**src/sv/mvm_pkg.sv**
```systemverilog
// Shared types and constants for the matrix-vector multiply block.
// No dependencies; imported by every other file in sv/.
package mvm_pkg;

    localparam int LANES          = 4;
    localparam int ELEM_W         = 16;
    localparam int PROD_W         = 2 * ELEM_W;
    localparam int ACC_W          = 40;
    localparam int SUM_W          = 42;
    localparam int CFG_W          = 9;
    localparam int IDX_W          = 10;
    localparam int MAX_GROUPS_DEF = 256;

    // One group of four Q1.15 lanes, lane 0 in the low bits
    typedef logic [LANES-1:0][ELEM_W-1:0] t_group;

    // Row bookkeeping that travels with a matrix word down the pipe
    typedef struct packed {
        logic             end_row;
        logic             last;
        logic [IDX_W-1:0] row_idx;
    } t_row_tag;

endpackage

```
**src/sv/mvm_mac.sv**
```systemverilog
// Lane multiply, lane accumulate, lane reduction and output register.
// Depends on mvm_pkg for lane, width and row tag definitions.
module mvm_mac import mvm_pkg::*; (
    input  logic                    i_clk,
    input  logic                    i_rst_n,
    input  logic                    i_s1_valid,
    input  t_group                  i_s1_elem,
    input  t_group                  i_s1_vec,
    input  t_row_tag                i_s1_tag,
    output logic                    o_s1_hold,
    input  logic                    i_out_stall,
    output logic                    o_out_valid,
    output logic signed [SUM_W-1:0] o_row_sum,
    output logic [IDX_W-1:0]        o_row_index,
    output logic                    o_last_row
);

    logic                    r_v2;
    logic signed [PROD_W-1:0] r_prod [LANES];
    t_row_tag                r_tag2;
    logic signed [ACC_W-1:0] r_acc [LANES];
    logic                    r_v3;
    logic signed [ACC_W-1:0] r_fin [LANES];
    t_row_tag                r_tag3;
    logic                    r_v4;
    logic signed [SUM_W-1:0] r_sum;
    t_row_tag                r_tag4;

    logic                    h4, h3, h2, c2;
    logic signed [PROD_W-1:0] n_prod [LANES];
    logic signed [ACC_W-1:0] n_lane [LANES];
    logic signed [SUM_W-1:0] n_sum;

    // hold chain: only row-ending words need a free slot downstream
    assign h4 = r_v4 & i_out_stall;
    assign h3 = r_v3 & h4;
    assign h2 = r_v2 & r_tag2.end_row & h3;
    assign c2 = r_v2 & ~h2;
    assign o_s1_hold = i_s1_valid & h2;

    // lane products and lane sums
    always_comb begin
        for (int k = 0; k < LANES; k++) begin
            n_prod[k] = $signed(i_s1_elem[k]) * $signed(i_s1_vec[k]);
            n_lane[k] = r_acc[k] + ACC_W'(r_prod[k]);
        end
    end

    // reduction of the four finished lanes
    always_comb begin
        n_sum = '0;
        for (int k = 0; k < LANES; k++) begin
            n_sum = n_sum + SUM_W'(r_fin[k]);
        end
    end

    // product stage
    always_ff @(posedge i_clk) begin
        if (!i_rst_n) begin
            r_v2 <= 1'b0;
        end else if (!h2) begin
            r_v2 <= i_s1_valid;
        end
    end

    always_ff @(posedge i_clk) begin
        if (!h2) begin
            r_prod <= n_prod;
            r_tag2 <= i_s1_tag;
        end
    end

    // accumulators: clear when the row's total moves on
    always_ff @(posedge i_clk) begin
        if (!i_rst_n) begin
            for (int k = 0; k < LANES; k++) begin
                r_acc[k] <= '0;
            end
        end else if (c2) begin
            for (int k = 0; k < LANES; k++) begin
                r_acc[k] <= r_tag2.end_row ? '0 : n_lane[k];
            end
        end
    end

    // finished lane totals
    always_ff @(posedge i_clk) begin
        if (!i_rst_n) begin
            r_v3 <= 1'b0;
        end else if (!h3) begin
            r_v3 <= c2 & r_tag2.end_row;
        end
    end

    always_ff @(posedge i_clk) begin
        if (!h3 && c2 && r_tag2.end_row) begin
            r_fin  <= n_lane;
            r_tag3 <= r_tag2;
        end
    end

    // output register
    always_ff @(posedge i_clk) begin
        if (!i_rst_n) begin
            r_v4 <= 1'b0;
        end else if (!h4) begin
            r_v4 <= r_v3;
        end
    end

    always_ff @(posedge i_clk) begin
        if (!h4) begin
            r_sum  <= n_sum;
            r_tag4 <= r_tag3;
        end
    end

    assign o_out_valid = r_v4;
    assign o_row_sum   = r_sum;
    assign o_row_index = r_tag4.row_idx;
    assign o_last_row  = r_tag4.last;

endmodule

```
**config.mk**
```make
export PLATFORM = sky130hd
export DESIGN_NAME = mvm_mac
export DESIGN_NICKNAME = d
export VERILOG_FILES = /design/src/sv/mvm_pkg.sv /design/src/sv/mvm_mac.sv
export SDC_FILE = /design/constraint.sdc
export NUM_CORES = 2
export LEC_CHECK = 0
export ABC_AREA = 1
export BUFFER_PORTS_ARGS = -buffer_cell sky130_fd_sc_hd__clkbuf_2
export CAP_MARGIN = 25
export CORE_AREA = 2 2 476 478
export CTS_BUF_LIST = sky130_fd_sc_hd__clkbuf_8
export CTS_CLUSTER_DIAMETER = 80
export DETAILED_ROUTE_END_ITERATION = 16
export DIE_AREA = 0 0 478 480
export REMOVE_ABC_BUFFERS = 1
export SKIP_CTS_REPAIR_TIMING = 1
export SYNTH_ARGS = -nofsm -noshare
export SYNTH_HDL_FRONTEND = slang
export SYNTH_SLANG_ARGS = --single-unit
```
**constraint.sdc**
```tcl
create_clock -name i_clk -period 11.9 [get_ports i_clk]
set_input_delay 1.785 -clock i_clk [delete_from_list [all_inputs] [get_ports i_clk]]
set_output_delay 1.785 -clock i_clk [all_outputs]
set_load 0.02 [all_outputs]
```
==> summary.md <==
| Metric | Value |
|---|---|
| #FFs+latches synth | `527` |
| DRT Pass-1 Iters | `8` |
| Area of the die | `229000 um2` |
| Slew Limit Fails | `0` |
| Routed Antenna Nets | `0` |
| Vias per cell | `4.73` |
| Critical path fanouts, max | `16` |
| Critical path class | `input port to flip-flop` |
| Area Overhead vs Synth | `8.21%` |
| Ratio of final minimum period to clock period | `58.7%` |
| Width of the die | `478 um` |
| Core area | `224000 um2` |
| Total track usage | `19.5%` |
| Layout cell share with drive strength beyond 1 | `4.67%` |
| Arr. time, crit path | `7.53 ns` |
| DP HPWL | `185000 um` |
| Post-Route Setup TNS | `0 ns` |
| Global-route wire length before repair | `352000 um` |
| H-tree depth reported by CTS | `3` |
| Slew HR | `25.0%` |
| F_max | `143 MHz` |
| Req. time, crit path | `12.44 ns` |
| Reg-to-reg setup timing slack | `7.79 ns` |
| Post-synth ARST share | `0%` |
| Root Buffer | `clkbuf_8` |
| Syn Area/Cell | `7.93 um2` |
| CTS tree | `yes` |
| GP Congestion | `0.951` |
| Clk pin slew, worst setup/hold paths | `0.06 ns` |
| Max Root-Sink Buffers | `3` |
| RSZ-0062 raised after global routing | `no` |
| Cells after Synth | `9571` |
| Worst-Margin Slew | `1.13 ns` |
| Number of enable flip-flop cells after synthesis | `524` |
| Max_cap viols | `0` |
| I/O Buffers | `198` |
| Post-synth cell types | `44` |
| Fillers | `23197` |
| Initial antenna violation count | `6` |
| Tmin final | `6.99 ns` |
| Worst hold path type | `flip-flop to flip-flop` |
| Number of cell rows | `174` |
| CTS Buf Count | `98` |
| Setup crit start kind | `input port` |
| Clock Skew | `0.0968 ns` |
| Hold Vio Cnt, Final | `0` |
| Outcome | `finished, final reports clean` |
| Post-Syn Area | `75900 um2` |
| TritonCTS sink count | `527` |
| Effective utilization at floorplan | `33.9%` |
| Number of global-route vias before repair | `62887` |
| Sequential element share of the synthesized area | `20.8%` |
| Die H | `480 um` |
| CP endpoint kind | `flip-flop` |
| WL per Instance | `17.4 um` |
| Nets | `11430` |
| Largest net degree at the start of global routing | `161` |
| DRC errors left | `0` |
| Final setup vio count | `0` |
| Via count | `60132` |
| Worst skew pair latency | `0.88 ns` |
| Top_reg_cell synth | `edfxtp_1` |
| DRT iter0 DRCs | `4164` |
| Grt ovf | `0` |
| Total routed wirelength | `221000 um` |
| Synth Warn # | `0` |
| Top Ports | `199` |
[placed cells by master, fill, tap and decap left out, types with 5 or more instances in the layout]
master,instances
a21oi_1,367
ha_1,525
clkinv_1,17
nand3_1,260
clkbuf_2,198
clkinv_2,18
nand3b_1,25
nor3_1,54
bufinv_16,18
a21oi_2,7
nor3_2,5
o21ai_0,107
diode_2,5
inv_1,2460
buf_4,6
nand2_2,27
clkbuf_8,100
a31oi_1,5
nand4_1,97
a21boi_0,6
or2_2,28
xor2_1,116
o21bai_1,55
clkinvlp_4,5
fa_1,1133
a21o_1,33
nor2_1,653
nand3_2,6
edfxtp_1,524
nor2_2,8
and3_1,8
inv_2,5
xnor2_1,90
nand2_1,2694
o21a_1,6
[cell type report]
class	count	area (um2)	share of cell area, %
Antenna cell	5	12.5	0.0152
Clock buffer	100	1380	1.68
Clock inverter	81	951	1.16
Inverter	2454	9220	11.2
Multi-Input combinational cell	6342	50000	60.8
Sequential cell	527	15800	19.2
Tap cell	2992	3740	4.56
Timing Repair Buffer	205	1060	1.29
[sequential cells by signal (all words and copies together) (netlist names)]
name and count:
o_last_row 1, o_out_valid 1, o_row_index 10, o_row_sum 42
r_acc 160, r_fin 160, r_prod 128, r_tag2 12
r_tag3 11, r_v2 1, r_v3 1
[routing by layer]
layer | up-vias | wire [um] | GRT usage (%)
li1 | 28577 | - | -
met1 | 29639 | 100000 | 26.9
met2 | 1595 | 104000 | 32.5
met3 | 321 | 10400 | 1.70
met4 | 0 | 6580 | 5.72
met5 | - | 0 | 0
[logic make-up (layout without fill, tap and decap cells)]
logic type	count (synthesis)	after routing	synth area share, %
adders and majority gates	1658	1658	38.5
xor gates and xnor gates	207	207	2.40
other	0	5	0
AOI/OAI and AO/OA	597	597	4.36
and+or+nand+nor	3880	3880	20.5
buffers and inverters	2702	2840	13.4
DFF	527	527	20.8
[per-stage QoR]
| stage | instance area, um2 | setup slack (ns) | instances | utilization, % | hold WS (ns) |
|---|---|---|---|---|---|
| 4_1_cts | 82100 | 4.97 | 12701 | 36.7 | 0.423 |
| 6_report | 82100 | 4.91 | 12706 | 36.7 | 0.420 |
| 2_1_floorplan | 75000 | 1.84 | 9323 | - | 0.400 |
| 3_5_place_dp | 79800 | 4.14 | 12520 | 35.6 | 0.406 |
| 3_3_place_gp | 79800 | 4.10 | 12520 | 35.6 | 0.401 |
| 5_1_grt | 82100 | 4.66 | 12706 | 36.7 | 0.426 |
[Yosys cell counts (7+ instances only)]
master,number,area [um2]
xnor2_1,90,788
inv_1,2446,9180
nand3b_1,25,188
clkbuf_1,245,920
nor2_1,653,2450
or2_2,28,175
nand4_1,97,607
fa_1,1133,22700
nand2_2,27,169
nand3_1,260,1300
ha_1,525,6570
o21ai_0,107,536
nor2_2,8,50.1
a21oi_2,7,61.3
o21bai_1,55,413
edfxtp_1,524,15700
a21oi_1,367,1840
and3_1,8,50.1
a21o_1,33,248
nor3_1,54,270
xor2_1,116,1020
nand2_1,2696,10100
[critical path: stages]
cell and delay (ns):
clkbuf_2 0.27, nand2_1 0.21, inv_1 0.11, fa_1 0.66, fa_1 0.89, fa_1 0.54, fa_1 0.57, fa_1 0.43
fa_1 0.45, ha_1 0.43, nand2_1 0.18, nor2_1 0.17, inv_1 0.09, nor2_1 0.23, nand4_1 0.26, nand3_1 0.16
nand2_1 0.07
[worst paths after layout]
path | cells past startpoint | endpoint | startpoint
setup / recovery | 17 | r_prod[126] | i_s1_vec[1]
hold / removal | 0 | r_tag3[7] | r_tag2[7]
setup reg to reg | 15 | o_row_sum[33] | r_fin[41]
hold reg to reg | 0 | r_tag3[7] | r_tag2[7]
Power is not shown: default switching activity piles up to over one toggle a cycle in this logic, so the estimate is an artifact.
